File: config.mk
export PLATFORM = sky130hd
export DESIGN_NAME = ppm_frame_decoder
export DESIGN_NICKNAME = d
export VERILOG_FILES = /design/src/rtl/core/ppm_pkg.sv /design/src/rtl/core/ppm_divider.sv /design/src/rtl/core/ppm_frame_decoder.sv
export SDC_FILE = /design/constraint.sdc
export NUM_CORES = 1
export LEC_CHECK = 0
export BUFFER_PORTS_ARGS = -buffer_cell sky130_fd_sc_hd__buf_2
export CORE_MARGIN = 2
export CORE_UTILIZATION = 63
export CTS_CLUSTER_SIZE = 16
export DETAILED_ROUTE_END_ITERATION = 10
export GPL_ROUTABILITY_DRIVEN = 0
export PLACE_DENSITY = 0.79
export RECOVER_POWER = 50
export SKIP_LAST_GASP = 1
export SYNTH_ARGS = -nofsm -noshare
export SYNTH_HDL_FRONTEND = slang
export SYNTH_SLANG_ARGS = --single-unit
File: constraint.sdc
create_clock -name clk -period 8.5 [get_ports clk]
set_input_delay 0.85 -clock clk [delete_from_list [all_inputs] [get_ports clk]]
set_output_delay 0.85 -clock clk [all_outputs]
set_load 0.01 [all_outputs]
File: src/rtl/core/ppm_pkg.sv
`timescale 1ns / 1ps
// ----------------------------------------------------------------------------
// ppm_pkg
// Shared types, codes and constants for the PPM frame decoder.
// ----------------------------------------------------------------------------
package ppm_pkg;

  // Slot store geometry
  localparam int CHANNEL_COUNT = 8;
  localparam int SLOT_IDX_W    = $clog2(CHANNEL_COUNT);
  localparam int SLOT_CNT_W    = $clog2(CHANNEL_COUNT + 1);

  // Field and register widths
  localparam int TIME_W  = 32;
  localparam int WIDTH_W = 16;
  localparam int CHAN_W  = 3;
  localparam int PCT_W   = 8;
  localparam int CFG_IDX_W = 2;

  // Percent scaling: quotient (w - min) * 200 / span never exceeds 200
  localparam int PCT_SPAN  = 200;
  localparam int QUOT_W    = 8;
  localparam int NUMER_W   = WIDTH_W + QUOT_W;
  localparam int DIV_CNT_W = $clog2(QUOT_W);

  // Reset values
  localparam logic [WIDTH_W-1:0] RESET_SLOT_WIDTH = WIDTH_W'(1500);
  localparam logic [WIDTH_W-1:0] RESET_MIN_WIDTH  = WIDTH_W'(1000);
  localparam logic [WIDTH_W-1:0] RESET_MAX_WIDTH  = WIDTH_W'(2000);
  localparam logic [WIDTH_W-1:0] RESET_FRAME_GAP  = WIDTH_W'(2500);

  localparam logic signed [PCT_W-1:0] PCT_MIN  = -PCT_W'(100);
  localparam logic signed [PCT_W-1:0] PCT_MAX  = PCT_W'(100);
  localparam logic signed [PCT_W-1:0] PCT_ZERO = '0;
  localparam logic [PCT_W-1:0]        PCT_OFFSET = PCT_W'(100);

  // Operation codes
  localparam logic OP_EDGE = 1'b0;
  localparam logic OP_READ = 1'b1;

  // Result status codes
  localparam logic [1:0] STATUS_READ    = 2'd0;
  localparam logic [1:0] STATUS_STORED  = 2'd1;
  localparam logic [1:0] STATUS_SYNC    = 2'd2;
  localparam logic [1:0] STATUS_DROPPED = 2'd3;

  // Configuration register indexes
  localparam logic [CFG_IDX_W-1:0] REG_MIN_WIDTH = 2'd0;
  localparam logic [CFG_IDX_W-1:0] REG_MAX_WIDTH = 2'd1;
  localparam logic [CFG_IDX_W-1:0] REG_FRAME_GAP = 2'd2;

  // Input transaction
  typedef struct packed {
    logic              operation;
    logic [TIME_W-1:0] timestamp;
    logic [CHAN_W-1:0] channel;
  } in_t;

  // Result transaction
  typedef struct packed {
    logic [1:0]              status;
    logic [CHAN_W-1:0]       slot;
    logic [WIDTH_W-1:0]      width;
    logic signed [PCT_W-1:0] percent;
  } out_t;

  // Sequencer states
  typedef enum logic [1:0] {
    ST_IDLE,
    ST_DIVIDE,
    ST_REPLY
  } state_t;

endpackage

File: src/rtl/core/ppm_divider.sv
`timescale 1ns / 1ps
// ----------------------------------------------------------------------------
// ppm_divider
// Restoring divider, one quotient bit per cycle, for the percent scaling.
// The quotient is known to fit in QUOT_W bits.
// ----------------------------------------------------------------------------
module ppm_divider (
  input  logic                              clk,
  input  logic                              rst,
  input  logic                              start,
  input  logic [ppm_pkg::NUMER_W-1:0]       numer,
  input  logic [ppm_pkg::WIDTH_W-1:0]       denom,
  output logic                              done,
  output logic [ppm_pkg::QUOT_W-1:0]        quotient
);

  logic                            busy;
  logic [ppm_pkg::DIV_CNT_W-1:0]   count;
  logic [ppm_pkg::NUMER_W-1:0]     rem;
  logic [ppm_pkg::NUMER_W-1:0]     dsh;
  logic [ppm_pkg::QUOT_W-1:0]      quot;
  logic                            fits;

  // Trial subtract of the shifted divisor
  assign fits     = (rem >= dsh);
  assign done     = busy && (count == '0);
  assign quotient = quot;

  // Control
  always_ff @(posedge clk) begin
    if (rst) begin
      busy  <= 1'b0;
      count <= '0;
    end else if (start) begin
      busy  <= 1'b1;
      count <= ppm_pkg::DIV_CNT_W'(ppm_pkg::QUOT_W - 1);
    end else if (busy) begin
      if (count == '0) begin
        busy <= 1'b0;
      end else begin
        count <= count - 1'b1;
      end
    end
  end

  // Datapath
  always_ff @(posedge clk) begin
    if (start) begin
      rem  <= numer;
      dsh  <= ppm_pkg::NUMER_W'(denom) << (ppm_pkg::QUOT_W - 1);
      quot <= '0;
    end else if (busy) begin
      if (fits) begin
        rem <= rem - dsh;
      end
      quot <= {quot[ppm_pkg::QUOT_W-2:0], fits};
      dsh  <= dsh >> 1;
    end
  end

endmodule

File: src/rtl/core/ppm_frame_decoder.sv
`timescale 1ns / 1ps
// An edge, or a read that clamps (or has an empty span), gives its result in
// the output register in the cycle after acceptance; a scaled read waits in
// ST_DIVIDE as the divider resolves one quotient bit a cycle, then in ST_REPLY
// until the output is free. One transaction at a time; edges 1 per cycle while
// the output is not stalled. Reset: synchronous; clears slot counter and edge
// time, slots read 1500, registers return to 1000 / 2000 / 2500.
// ----------------------------------------------------------------------------
// ppm_frame_decoder
// PPM stream decoder: measures edge intervals into channel slots and
// returns stored widths scaled to percent.
// ----------------------------------------------------------------------------
module ppm_frame_decoder (
  input  logic                              clk,
  input  logic                              rst,
  input  logic                              in_valid,
  output logic                              in_ready,
  input  ppm_pkg::in_t                      in_data,
  output logic                              out_valid,
  input  logic                              out_ready,
  output ppm_pkg::out_t                     out_data,
  input  logic                              cfg_write,
  input  logic [ppm_pkg::CFG_IDX_W-1:0]     cfg_index,
  input  logic [ppm_pkg::WIDTH_W-1:0]       cfg_data
);

  ppm_pkg::state_t state, state_next;

  logic [ppm_pkg::WIDTH_W-1:0]    min_width;
  logic [ppm_pkg::WIDTH_W-1:0]    max_width;
  logic [ppm_pkg::WIDTH_W-1:0]    frame_gap;
  logic [ppm_pkg::TIME_W-1:0]     prev_time;
  logic [ppm_pkg::SLOT_CNT_W-1:0] next_slot;
  logic [ppm_pkg::WIDTH_W-1:0]    channel_widths [ppm_pkg::CHANNEL_COUNT];
  logic [ppm_pkg::CHAN_W-1:0]     rd_slot;
  logic [ppm_pkg::WIDTH_W-1:0]    rd_width;

  logic                           accept;
  logic                           out_free;
  logic                           out_load;
  ppm_pkg::out_t                  out_next;

  logic [ppm_pkg::TIME_W-1:0]     diff;
  logic [ppm_pkg::WIDTH_W-1:0]    diff_sat;
  logic                           is_sync;
  logic                           slot_free;
  logic                           store_en;
  logic                           chan_ok;
  logic [ppm_pkg::WIDTH_W-1:0]    rd_value;
  logic [ppm_pkg::WIDTH_W-1:0]    span;
  logic [ppm_pkg::WIDTH_W-1:0]    offset;
  logic [ppm_pkg::NUMER_W-1:0]    numer;
  logic                           div_start;
  logic                           div_done;
  logic [ppm_pkg::QUOT_W-1:0]     quotient;

  // Handshake
  assign out_free = !out_valid || out_ready;
  assign in_ready = (state == ppm_pkg::ST_IDLE) && out_free;
  assign accept   = in_valid && in_ready;

  // Edge interval and frame sync detect
  assign diff      = in_data.timestamp - prev_time;
  assign diff_sat  = (|diff[ppm_pkg::TIME_W-1:ppm_pkg::WIDTH_W]) ? '1
                     : diff[ppm_pkg::WIDTH_W-1:0];
  assign is_sync   = diff > ppm_pkg::TIME_W'(frame_gap);
  assign slot_free = next_slot < ppm_pkg::SLOT_CNT_W'(ppm_pkg::CHANNEL_COUNT);

  // Read path: slot lookup and divider operands
  assign chan_ok  = ppm_pkg::SLOT_CNT_W'(in_data.channel)
                    < ppm_pkg::SLOT_CNT_W'(ppm_pkg::CHANNEL_COUNT);
  assign rd_value = chan_ok ? channel_widths[in_data.channel[ppm_pkg::SLOT_IDX_W-1:0]]
                    : '0;
  assign span     = max_width - min_width;
  assign offset   = rd_value - min_width;
  assign numer    = ppm_pkg::NUMER_W'(offset) * ppm_pkg::NUMER_W'(ppm_pkg::PCT_SPAN);

  ppm_divider u_divider (
    .clk      (clk),
    .rst      (rst),
    .start    (div_start),
    .numer    (numer),
    .denom    (span),
    .done     (div_done),
    .quotient (quotient)
  );

  // Sequencer: next state and result assembly
  always_comb begin
    state_next = state;
    out_load   = 1'b0;
    div_start  = 1'b0;
    store_en   = 1'b0;
    out_next   = '0;
    case (state)
      ppm_pkg::ST_IDLE: begin
        if (accept) begin
          if (in_data.operation == ppm_pkg::OP_EDGE) begin
            out_load       = 1'b1;
            out_next.width = diff_sat;
            if (is_sync) begin
              out_next.status = ppm_pkg::STATUS_SYNC;
            end else if (slot_free) begin
              store_en        = 1'b1;
              out_next.status = ppm_pkg::STATUS_STORED;
              out_next.slot   = ppm_pkg::CHAN_W'(next_slot);
            end else begin
              out_next.status = ppm_pkg::STATUS_DROPPED;
            end
          end else begin
            out_next.status = ppm_pkg::STATUS_READ;
            out_next.slot   = in_data.channel;
            out_next.width  = rd_value;
            if (!chan_ok) begin
              out_load = 1'b1;
            end else if (rd_value < min_width) begin
              out_load         = 1'b1;
              out_next.percent = ppm_pkg::PCT_MIN;
            end else if (rd_value > max_width) begin
              out_load         = 1'b1;
              out_next.percent = ppm_pkg::PCT_MAX;
            end else if (span == '0) begin
              out_load         = 1'b1;
              out_next.percent = ppm_pkg::PCT_ZERO;
            end else begin
              div_start  = 1'b1;
              state_next = ppm_pkg::ST_DIVIDE;
            end
          end
        end
      end
      ppm_pkg::ST_DIVIDE: begin
        if (div_done) begin
          state_next = ppm_pkg::ST_REPLY;
        end
      end
      ppm_pkg::ST_REPLY: begin
        out_next.status  = ppm_pkg::STATUS_READ;
        out_next.slot    = rd_slot;
        out_next.width   = rd_width;
        out_next.percent = quotient - ppm_pkg::PCT_OFFSET;
        if (out_free) begin
          out_load   = 1'b1;
          state_next = ppm_pkg::ST_IDLE;
        end
      end
      default: begin
        state_next = ppm_pkg::ST_IDLE;
      end
    endcase
  end

  // State register
  always_ff @(posedge clk) begin
    if (rst) begin
      state <= ppm_pkg::ST_IDLE;
    end else begin
      state <= state_next;
    end
  end

  // Configuration registers
  always_ff @(posedge clk) begin
    if (rst) begin
      min_width <= ppm_pkg::RESET_MIN_WIDTH;
      max_width <= ppm_pkg::RESET_MAX_WIDTH;
      frame_gap <= ppm_pkg::RESET_FRAME_GAP;
    end else if (cfg_write) begin
      case (cfg_index)
        ppm_pkg::REG_MIN_WIDTH: min_width <= cfg_data;
        ppm_pkg::REG_MAX_WIDTH: max_width <= cfg_data;
        ppm_pkg::REG_FRAME_GAP: frame_gap <= cfg_data;
        default: ;
      endcase
    end
  end

  // Edge timing and slot counter
  always_ff @(posedge clk) begin
    if (rst) begin
      prev_time <= '0;
      next_slot <= '0;
    end else if (accept && in_data.operation == ppm_pkg::OP_EDGE) begin
      prev_time <= in_data.timestamp;
      if (is_sync) begin
        next_slot <= '0;
      end else if (slot_free) begin
        next_slot <= next_slot + 1'b1;
      end
    end
  end

  // Channel slot store
  always_ff @(posedge clk) begin
    if (rst) begin
      for (int i = 0; i < ppm_pkg::CHANNEL_COUNT; i++) begin
        channel_widths[i] <= ppm_pkg::RESET_SLOT_WIDTH;
      end
    end else if (store_en) begin
      channel_widths[next_slot[ppm_pkg::SLOT_IDX_W-1:0]] <= diff_sat;
    end
  end

  // Read context held while the divider runs
  always_ff @(posedge clk) begin
    if (div_start) begin
      rd_slot  <= in_data.channel;
      rd_width <= rd_value;
    end
  end

  // Output register
  always_ff @(posedge clk) begin
    if (rst) begin
      out_valid <= 1'b0;
    end else if (out_load) begin
      out_valid <= 1'b1;
    end else if (out_ready) begin
      out_valid <= 1'b0;
    end
  end

  always_ff @(posedge clk) begin
    if (out_load) begin
      out_data <= out_next;
    end
  end

endmodule

After elaboration in Yosys (flattened, before gate mapping):

Memory sizes are Yosys's and may differ from the RTL's.
Cells that the tools add are included.

* bits in registers: 194
* memory bits (writable): 128
* input bits: 59
* output and inout port bits: 31
* logic and storage cells: 131
* memories kept: 1

Memories
* channel_widths: depth 8, width 16, rd ports 1, clocked after memory_dff 0, write ports 8, RTL line ppm_frame_decoder.sv:34 `logic [ppm_pkg::WIDTH_W-1:0] channel_widths [ppm_pkg::CHANNEL_COUNT];`

* $add $sub $neg: 7
* $mul: 1
* $lt $le $gt $ge: 5
* equal/unequal tests: 12
* muxes and demuxes: 60
* bitwise operators: 1
* reductions and logical operators: 24

Operator list (number)
* 24-bit 2-to-1 mux: 3
* 29-bit case mux with 2 select lines: 1
* 23-bit 2-to-1 mux: 2
* 32-bit by 16-bit greater-than comparator with 1-bit output: 1
* 16-bit 2-to-1 mux: 2
* 16-bit OR reduction: 2
* 16-bit subtractor: 2
* 32-bit subtractor: 1
* 29-bit 2-to-1 mux: 1
* 1-bit 2-to-1 mux: 28
* 24-bit by 23-bit >= comparator with 1-bit output: 1
* 24-bit by 23-bit subtractor with 24-bit output: 1
* 16-bit by 5-bit multiplier with 21-bit output, second input constant: 1
* 21-bit 2-to-1 mux: 1
* 2-bit 2-to-1 mux: 9
* 3-bit 2-to-1 mux: 6
* 16-bit greater-than comparator: 1
* 16-bit logical NOT: 1
* 16-bit less-than comparator: 1
* 8-bit 2-to-1 mux: 2
* 2-bit inequality test, second input constant: 8
* 2-bit AND reduction: 7
* 4-bit 2-to-1 mux: 2
* 2-bit nonzero test: 4
* other kinds (16): 22

Depth between registers and ports, before layout:

Gate-level depths: netlist of run 1.

* depth after elaboration: 11
* mapped depth: 29
* mapped depth without buffers: 27

By module:

A second synthesis of run 1 with hierarchy kept.

* cell total of the unflattened synthesis: 2212
* area total of the unflattened synthesis: 21246.6 µm²

By module, submodules not included
* ppm_frame_decoder: times used 1, cells each 1803, area each 17372.9 µm², seq. area each 7026.7 µm²
* ppm_divider: times used 1, cells each 409, area each 3873.7 µm², seq. area each 1581.5 µm²

Worst setup path after synthesis of run 1:

Ideal clock, no wire load.

* path type: input port to flip-flop
* start: in in_data[0] in the netlist's numbering
* end: reg u_divider.rem[23] in the netlist's numbering (data pin)
* library setup time: 0.262 ns
* arrival: 7.545 ns
* data required time: 8.238 ns
* setup slack: 0.693 ns
* cell stages on the path: 28
* buffers on the path: 2
* cell sequence: clkbuf_1 -> buf_1 -> mux4_2 -> mux2i_1 -> ha_1 -> inv_1 -> fa_1 -> a21o_1 -> a21o_1 -> a21oi_1 -> o21ai_0 -> a21oi_1 -> o21bai_1 -> a21oi_1 -> xnor2_1 -> ha_1 -> ha_1 -> inv_1 -> fa_1 -> inv_1 -> ha_1 -> and3_1 -> a2111oi_0 -> nor3_1 -> a2111o_1 -> a21oi_1 -> xor2_1 -> mux2i_1

* longest elaborated chain between the ends: 8
* elaborated cells on any way between the ends: 11
* those cells by class: add/sub (1); mul (1); order compare (2); mux (6); memory (1)

RTL lines
* from (decl): RTL line ppm_frame_decoder.sv:18 `input ppm_pkg::in_t in_data,`
* memory read 8 x 16 bit *
* branches (longest 6 deep; another with 16-bit by 5-bit multiplier with 21-bit output)
* 24-bit 2-to-1 mux *: RTL line ppm_divider.sv:48 `if (start) begin`
* to (signal assigned): RTL line ppm_divider.sv:49 `rem <= numer;`
* to (signal assigned): RTL line ppm_divider.sv:54 `rem <= rem - dsh;`
* to (decl): RTL line ppm_divider.sv:19 `logic [ppm_pkg::NUMER_W-1:0] rem;`

Mark *: on every way between the ends.
A chain may end at the register's enable or synchronous reset.

Final worst setup path of run 1:

* start: in in_data[0] in the netlist's numbering
* end: reg u_divider.rem[23] in the netlist's numbering (data pin)

* longest elaborated chain between the ends: 8
* elaborated cells on any way between the ends: 11
* those cells by class: add/sub (1); mul (1); order compare (2); mux (6); memory (1)

RTL lines
* memory read 8 x 16 bit *
* via rd_value, one bit: RTL line ppm_frame_decoder.sv:49 `logic [ppm_pkg::WIDTH_W-1:0] rd_value;`
* branches (longest 6 deep; another with 16-bit by 5-bit multiplier with 21-bit output)
* 24-bit 2-to-1 mux *: RTL line ppm_divider.sv:48

Mark *: on every way through the listed nets, which the timed path passes.

==> results of run 1 <==
cell families after synthesis:
group                      Yosys count  synth area share [%]
and+or+nand+nor                    640                  15.1
adders and majority gates          188                  12.1
buffers and inverters              308                  5.89
AOI/OAI and AO/OA                  435                  13.9
muxes                              102                  7.12
DFF                                322                  42.0
xor gates and xnor gates            90                  3.86
critical path, cell delays in order:
cell and delay, ns:
sky130_fd_sc_hd__buf_2 0.30, sky130_fd_sc_hd__buf_4 0.32, sky130_fd_sc_hd__mux4_2 0.55, sky130_fd_sc_hd__mux2_1 0.46, sky130_fd_sc_hd__ha_1 0.33, sky130_fd_sc_hd__nor2b_1 0.12, sky130_fd_sc_hd__o21ai_0 0.19, sky130_fd_sc_hd__a21boi_0 0.15
sky130_fd_sc_hd__o21ai_0 0.27, sky130_fd_sc_hd__a21boi_0 0.20, sky130_fd_sc_hd__o2111a_1 0.31, sky130_fd_sc_hd__nor3_1 0.33, sky130_fd_sc_hd__nor2_1 0.15, sky130_fd_sc_hd__xnor2_1 0.23, sky130_fd_sc_hd__ha_1 0.28, sky130_fd_sc_hd__ha_1 0.29
sky130_fd_sc_hd__inv_1 0.06, sky130_fd_sc_hd__fa_1 0.52, sky130_fd_sc_hd__inv_1 0.04, sky130_fd_sc_hd__ha_1 0.22, sky130_fd_sc_hd__or2_2 0.30, sky130_fd_sc_hd__a2111oi_0 0.67, sky130_fd_sc_hd__nor3_1 0.13, sky130_fd_sc_hd__a2111o_1 0.40
sky130_fd_sc_hd__a21oi_1 0.18, sky130_fd_sc_hd__xor2_1 0.20, sky130_fd_sc_hd__mux2i_1 0.09
state kept, by name, summed over array words and instances, names as in the netlist, 23 cells and up:
name,cells
u_divider.dsh,23
out_data,29
u_divider.rem,24
channel_widths,128
prev_time,32
cells in the final DEF (no fill, tap or decap), types with 10 or more instances in the layout:
| cell type | instances |
|---|---|
| sky130_fd_sc_hd__edfxtp_1 | 213 |
| sky130_fd_sc_hd__a21oi_1 | 154 |
| sky130_fd_sc_hd__fa_1 | 15 |
| sky130_fd_sc_hd__o21a_1 | 19 |
| sky130_fd_sc_hd__and3_1 | 15 |
| sky130_fd_sc_hd__nand2_1 | 238 |
| sky130_fd_sc_hd__nor3_1 | 84 |
| sky130_fd_sc_hd__nand2b_1 | 27 |
| sky130_fd_sc_hd__nor2_1 | 94 |
| sky130_fd_sc_hd__nor2b_1 | 18 |
| sky130_fd_sc_hd__mux4_2 | 32 |
| sky130_fd_sc_hd__nand3_1 | 64 |
| sky130_fd_sc_hd__xnor2_1 | 60 |
| sky130_fd_sc_hd__o211ai_1 | 29 |
| sky130_fd_sc_hd__xor2_1 | 30 |
| sky130_fd_sc_hd__or3_1 | 14 |
| sky130_fd_sc_hd__a41oi_1 | 14 |
| sky130_fd_sc_hd__a21o_1 | 35 |
| sky130_fd_sc_hd__buf_2 | 55 |
| sky130_fd_sc_hd__clkbuf_1 | 50 |
| sky130_fd_sc_hd__mux2i_1 | 46 |
| sky130_fd_sc_hd__o21ai_1 | 12 |
| sky130_fd_sc_hd__inv_1 | 207 |
| sky130_fd_sc_hd__nand4_1 | 20 |
| sky130_fd_sc_hd__o31ai_1 | 10 |
| sky130_fd_sc_hd__a22o_1 | 17 |
| sky130_fd_sc_hd__clkbuf_16 | 35 |
| sky130_fd_sc_hd__o21ai_0 | 55 |
| sky130_fd_sc_hd__dfxtp_1 | 109 |
| sky130_fd_sc_hd__buf_4 | 36 |
| sky130_fd_sc_hd__a211oi_1 | 11 |
| sky130_fd_sc_hd__mux2_1 | 19 |
| sky130_fd_sc_hd__ha_1 | 173 |
routing by layer:
metal,global-route usage (%),up-vias
met2,51.5,677
met1,41.0,7763
li1,-,7651
met3,4.91,139
met4,13.0,0
met5,0,-
metrics by stage:
step | cells | power [mW]
finish | 2585 | 5.80
global route | 2583 | 6.15
CTS | 2583 | 5.79
detailed placement | 2521 | 4.26
global placement | 2521 | 4.17
floorplan | 2085 | 3.67
worst paths after layout:
check	from	to	slack (ns)	cells past startpoint
worst max-delay path	in_data[0]	u_divider.rem[23]$_DFFE_PP_	0.59	27
worst min-delay path	prev_time[18]$_SDFFE_PP0P_	prev_time[18]$_SDFFE_PP0P_	0.45	2
worst max register to register	channel_widths[2][0]$_SDFFCE_PN0P_	u_divider.rem[23]$_DFFE_PP_	1.09	26
worst min register to register	prev_time[18]$_SDFFE_PP0P_	prev_time[18]$_SDFFE_PP0P_	0.45	2
power by group:
group,switching [mW],internal (mW),total (mW)
registers,0.0638,1.80,1.87
logic,1.44,0.976,2.41
clock network,0.629,0.893,1.52
total,2.13,3.67,5.80
final cells by class:
cell class | instances | share of cell area [%]
Antenna cell | 2 | 0.0224
Clock buffer | 44 | 4.12
Clock inverter | 18 | 0.914
Inverter | 209 | 3.52
Multi-Input combinational cell | 1455 | 47.6
Sequential cell | 322 | 38.4
Tap cell | 402 | 2.25
Timing Repair Buffer | 133 | 3.15
==> metrics.md, run 1 <==
| Metric | Value |
|---|---|
| Worst clock skew on the final layout | `between 0.015 and 0.02 ns` |
| Fraction of registers with async set or reset after synthesis | `0%` |
| Number of enable-type register cells in the synthesized netlist | `~210` |
| Actual slew at the worst max-slew pin | `3.65 ns` |
| Share of the yosys chip area belonging to registers | `between 40% and 50%` |
| Biggest area consumer among synthesized cells | `sky130_fd_sc_hd__edfxtp_1` |
| Setup fix buffers added after clock tree synthesis | `0` |
| GRT overflow | `0` |
| DIE WIDTH | `between 150 and 200 microns` |
| Highest clock frequency the design can meet | `roughly 130 MHz` |
| Post-route cell area | `about 22000 sq um` |
| Post-detailed-route count of antenna-violating nets | `0` |
| Share of the core filled with cells | `between 70 and 80%` |
| Ports placed on the boundary | `90` |
| DRC violation count after routing | `0` |
| Status | `finished with violations` |
| Worst hold margin | `roughly 0.45 ns` |
| Number of nets in the final layout | `between 2000 and 2500` |
| Footprint of the multi-input gates | `~11000 sq um` |
| Met3 layer wire length in the routed design | `approximately 4400 microns` |
| Endpoints failing setup | `0` |
| Clock tree from TritonCTS | `done` |
| Synth Area per Inst | `around 9.8 sq um` |
| Dpl ws | `~0.26 ns` |
| Routed length per instance | `20.2 microns` |
| Violations in the final reports | `max-capacitance violations, max-slew violations` |
| Leak | `between 8 and 9 nW` |
| Max-capacitance violation count | `3` |
| Area delta synth->final | `9.22%` |
| Number of buffers inserted for hold repair after clock tree synthesis | `0` |
| Total clock buffers created by CTS | `35` |
| Full die area | `roughly 34000 sq um` |
| Crit. End Element | `flop` |
| Fillcell total | `around 2400` |
| Highest Signal Layer | `met4` |
| Part of the cycle the worst path needs | `around 93%` |
| Number of detailed-route iterations in the first pass | `5` |
| Post-detail-place hpwl | `roughly 38000 microns` |
| Signal arrival time at the worst endpoint | `about 8 ns` |
| Yosys top cell area share | `a little under a third` |
| Worst IR drop on VDD | `0.000159 V` |
| Via-per-instance ratio | `about 6.3` |
| Metal2 WL | `24200 microns` |
| H-Tree Depth | `2` |
| Fraction of final layout cells sized beyond drive strength 1 | `9.45%` |
| CP Class | `in -> reg` |
| Core ar. | `around 32000 sq um` |
| Cell with the most instances after synthesis | `sky130_fd_sc_hd__nand2_1` |
| Total number of vias | `16200` |
| Number of global-route vias before repair | `about 16000` |
| Setup repair after global routing missed its margin | `false` |
| Area contributors post-synth | `sky130_fd_sc_hd__edfxtp_1 (31%), sky130_fd_sc_hd__dfxtp_1 (11%), sky130_fd_sc_hd__ha_1 (11%), sky130_fd_sc_hd__nand2_1 (4.4%), sky130_fd_sc_hd__inv_1 (3.8%)` |
| Yosys warnings | `0` |
| Clock latency on the worst-skew pair | `roughly 0.53 ns` |
| Die boundary height | `about 180 microns` |
| Initial core utilization | `between 60% and 70%` |
| Dominant synthesized flop cell | `sky130_fd_sc_hd__edfxtp_1` |
| Clock transition at the registers of the reported paths | `0.06 ns` |
| First-pass GRT wire length | `about 83000 microns` |
| Data required time at the worst endpoint | `between 8 and 9 ns` |
| Synth Register Bits | `around 320` |
| Max-slew violation count | `140` |
| Wirelength, routed | `approximately 52000 microns` |
| Final Hold Fails | `0` |
| Initial antenna violation count | `1` |
| Placed Area | `approximately 21000 sq um` |
| Number of cells produced by synthesis | `2085` |
| Path type of the worst min-delay path | `reg -> reg` |
| Synthesized net count | `2332` |
| Clock sink count | `322` |
| Final critical delay including setup and external delays | `just under 8 ns` |
| Ranking of synthesized cells by instance count | `sky130_fd_sc_hd__nand2_1 (238), sky130_fd_sc_hd__edfxtp_1 (213), sky130_fd_sc_hd__inv_1 (207)` |
| Global-route total usage across every layer | `roughly 31%` |
| Clock Tree Root | `sky130_fd_sc_hd__clkbuf_16` |
| Max Buffers Root-to-Sink | `3` |
| Yosys cell types | `82` |
| Worst slew margin relative to its limit | `-143%` |
| Cell Area, Synth | `~20000 sq um` |
| Maximum number of pins on one net before global-route repair | `77` |
| CP max FO | `12` |
| Site Rows | `65` |
| Post_cts resized | `0` |
| PwrDens | `approximately 260 nW/um^2` |
| Met1 Wirelength | `21300 microns` |
| Category of the worst setup path launch point | `input port` |
| Total negative slack | `0 ns` |
| Worst setup slack after layout | `a little under 0.6 ns` |
| Count of routing violations after the opening detailed-route iteration | `1478` |
| Storage cell area | `between 8000 and 9000 sq um` |
| # port buffers | `between 80 and 90` |
Power figures use the tool's default switching activity.
==> inputs of run 2 (changes only) <==
- PLACE_DENSITY: 0.79 -> 0.8
- SYNTH_HIERARCHICAL: unset -> 1
==> metrics.md, run 2 <==
| Metric | Value |
|---|---|
| Status | `finished with violations` |
| Violations in the final reports | `max-capacitance violations, max-slew violations` |
| Yosys top cell area share | `30.5%` |
| Number of enable-type register cells in the synthesized netlist | `roughly 220` |
| Clock tree from TritonCTS | `done` |
| Max Buffers Root-to-Sink | `3` |
| Dpl ws | `approximately 0.64 ns` |
| Clock Tree Root | `sky130_fd_sc_hd__clkbuf_16` |
| Area delta synth->final | `7.96%` |
| DIE WIDTH | `approximately 190 microns` |
| Post-route cell area | `~23000 sq um` |
| Endpoints failing setup | `0` |
| Path type of the worst min-delay path | `reg -> reg` |
| Area contributors post-synth | `sky130_fd_sc_hd__edfxtp_1 (31%), sky130_fd_sc_hd__ha_1 (10%), sky130_fd_sc_hd__dfxtp_1 (10%), sky130_fd_sc_hd__nand2_1 (4.6%), sky130_fd_sc_hd__a21oi_1 (3.4%)` |
| Post_cts resized | `0` |
| PwrDens | `247 nW/um^2` |
| Clock latency on the worst-skew pair | `between 0.5 and 0.6 ns` |
| Biggest area consumer among synthesized cells | `sky130_fd_sc_hd__edfxtp_1` |
| Number of nets in the final layout | `approximately 2500` |
| Synth Area per Inst | `9.61 sq um` |
| First-pass GRT wire length | `between 80000 and 90000 microns` |
| Fillcell total | `2578` |
| Max-slew violation count | `a little over 200` |
| Wirelength, routed | `about 56000 microns` |
| Top Registers | `channel_widths (128), prev_time (32), out_data (29)` |
| Fraction of power spent switching nets | `between 30 and 40%` |
| CP max FO | `18` |
| Total Power | `around 5.7 mW` |
| Flip-flop count of the largest register, all copies and words added | `between 100 and 150` |
| Number of detailed-route iterations in the first pass | `6` |
| Yosys warnings | `6` |
| Number of buffers inserted for hold repair after clock tree synthesis | `0` |
| Leak | `around 8.6 nW` |
| Final Hold Fails | `0` |
| Ports placed on the boundary | `90` |
| Dominant synthesized flop cell | `sky130_fd_sc_hd__edfxtp_1` |
| Clock transition at the registers of the reported paths | `around 0.06 ns` |
| Synth Register Bits | `322` |
| Total negative slack | `0 ns` |
| Global-route total usage across every layer | `about a third` |
| Ranking of synthesized cells by instance count | `sky130_fd_sc_hd__nand2_1 (260), sky130_fd_sc_hd__edfxtp_1 (216), sky130_fd_sc_hd__inv_1 (178)` |
| # port buffers | `89` |
| Number of cells produced by synthesis | `~2200` |
| H-Tree Depth | `2` |
| Net switching component of the power | `between 2 and 2.5 mW` |
| Actual slew at the worst max-slew pin | `4.34 ns` |
| Number of global-route vias before repair | `around 17000` |
| Internal Power | `approximately 3.6 mW` |
| Max-capacitance violation count | `3` |
| CP Class | `in -> reg` |
| Share of the yosys chip area belonging to registers | `approximately two fifths` |
| Total clock buffers created by CTS | `36` |
| Sequential Power Share | `roughly a third` |
| Worst setup slack after layout | `approximately 0.79 ns` |
| GRT overflow | `0` |
| Placed Area | `21900 sq um` |
| Combinational group share of total power | `~40%` |
| Fraction of registers with async set or reset after synthesis | `0%` |
| Critical path's top delay family | `compound AO/OA/AOI/OAI gates` |
| Full die area | `roughly 35000 sq um` |
| Total number of vias | `~17000` |
| Highest clock frequency the design can meet | `130 MHz` |
| Post-detailed-route count of antenna-violating nets | `0` |
| Slowest stage cell, crit path | `sky130_fd_sc_hd__clkbuf_1` |
| Site Rows | `67` |
| Final critical delay including setup and external delays | `7.71 ns` |
| DRC violation count after routing | `0` |
| Delay contributed by the slowest stage of the critical path | `0.96 ns` |
| Clock group share of total power | `26.4%` |
| Most common library cell in the layout ignoring fill and taps | `sky130_fd_sc_hd__nand2_1` |
| Initial antenna violation count | `1` |
| Met2 track utilization from global routing | `a little over half` |
| Crit-path most repeated cell | `sky130_fd_sc_hd__o21ai_0` |
| Maximum number of pins on one net before global-route repair | `98` |
| Initial core utilization | `63.7%` |
| Setup fix buffers added after clock tree synthesis | `0` |
| Via-per-instance ratio | `about 6.4` |
| Core ar. | `33400 sq um` |
| Setup repair after global routing missed its margin | `false` |
| Register with the highest flop count | `channel_widths` |
| Worst slew margin relative to its limit | `-189%` |
| Count of routing violations after the opening detailed-route iteration | `between 1500 and 2000` |
| Crit. End Element | `flop` |
| Worst IR drop on VDD | `about 0.00018 V` |
| CP bufs+invs | `3` |
| Cell Area, Synth | `21200 sq um` |
| Met1 track utilization from global routing | `40.6%` |
| Commonest cells after routing, fill and taps aside | `sky130_fd_sc_hd__nand2_1 (260), sky130_fd_sc_hd__edfxtp_1 (216), sky130_fd_sc_hd__inv_1 (178)` |
| Die boundary height | `188 microns` |
| Routed length per instance | `a little over 20 microns` |
| Data required time at the worst endpoint | `between 8 and 9 ns` |
| Category of the worst setup path launch point | `input port` |
| Busiest layer in global routing | `met2` |
| Clock sink count | `322` |
| Worst clock skew on the final layout | `roughly 0.025 ns` |
| GRT met3 Usage | `5.02%` |
| Cell with the most instances after synthesis | `sky130_fd_sc_hd__nand2_1` |
| Part of the cycle the worst path needs | `~91%` |
| Signal arrival time at the worst endpoint | `around 8 ns` |
| Post-detail-place hpwl | `40600 microns` |
| Fraction of final layout cells sized beyond drive strength 1 | `under 10%` |
| Yosys cell types | `between 90 and 100` |
## run 2: cell types whose count changed after synthesis, sizes merged, moves of 12 or more
cell	delta
inv	-30
a41oi	-12
a211o	+16
nand2b	-12
buf	+21
mux2i	-26
o211ai	-20
o21ai	+12
nor2	+53
nand3	+26
o31ai	+17
nand2	+22
nor3	+25
## run 2: cells by family (layout without fill, tap and decap cells)
logic type / after synthesis / count (layout) / synth area share (%)
xor gates and xnor gates: 75 / 75 / 3.09
AOI/OAI and AO/OA: 480 / 480 / 15.5
muxes: 70 / 70 / 5.29
DFF: 322 / 322 / 40.5
adders and majority gates: 189 / 189 / 11.7
other: 1 / 4 / 0.0176
buffers and inverters: 292 / 350 / 5.56
and+or+nand+nor: 783 / 783 / 18.3
## run 2: path summary, 6_finish.rpt
kind | slack [ns] | cells after the start | end | startpoint
worst max-delay path | 0.79 | 26 | u_divider/rem[23]$_DFFE_PP_ | in_data[2]
worst min-delay path | 0.45 | 2 | prev_time[19]$_SDFFE_PP0P_ | prev_time[19]$_SDFFE_PP0P_
worst max register to register | 1.03 | 19 | out_data[25]$_DFFE_PP_ | prev_time[0]$_SDFFE_PP0P_
worst min register to register | 0.45 | 2 | prev_time[19]$_SDFFE_PP0P_ | prev_time[19]$_SDFFE_PP0P_
## run 2: layout make-up
type	instances	area [sq um]	area share, %
Multi-Input combinational cell	1600	11500	50.0
Sequential cell	322	8610	37.5
Clock buffer	48	987	4.30
Inverter	179	672	2.93
Tap cell	448	561	2.44
Timing Repair Buffer	106	504	2.20
Clock inverter	17	125	0.545
Antenna cell	1	2.50	0.0109
## run 2: power by group through the flow
stage,registers (mW),logic [mW],clock network (mW)
3_3_place_gp,1.91,2.15,0
4_1_cts,1.88,2.27,1.51
5_1_grt,1.90,2.55,1.57
3_5_place_dp,1.92,2.24,0
2_1_floorplan,1.91,1.72,0
6_report,1.89,2.29,1.50
## run 2: tightest hold or removal path, delay by kind of cell, from the launching register on
kind	cells	cell delay, ns
flip-flops	1	0.30
AND/OR/NAND/NOR	1	0.05
AO/OA/AOI/OAI	1	0.05
## run 2: routing by layer
metal  up-vias  share of wire, %
met5         -                 0
met4         0               5.6
met3       168               8.1
met2       828                47
met1      8183                39
li1       8124                 -
## run 2: stage by stage
step	hold WS [ns]	utilization, %	std cells
after floorplan	0.436	-	2214
after global placement	0.441	65.7	2655
after detailed placement	0.448	65.7	2655
after CTS	0.455	69.1	2720
after global routing	0.477	68.7	2720
final	0.452	68.7	2721
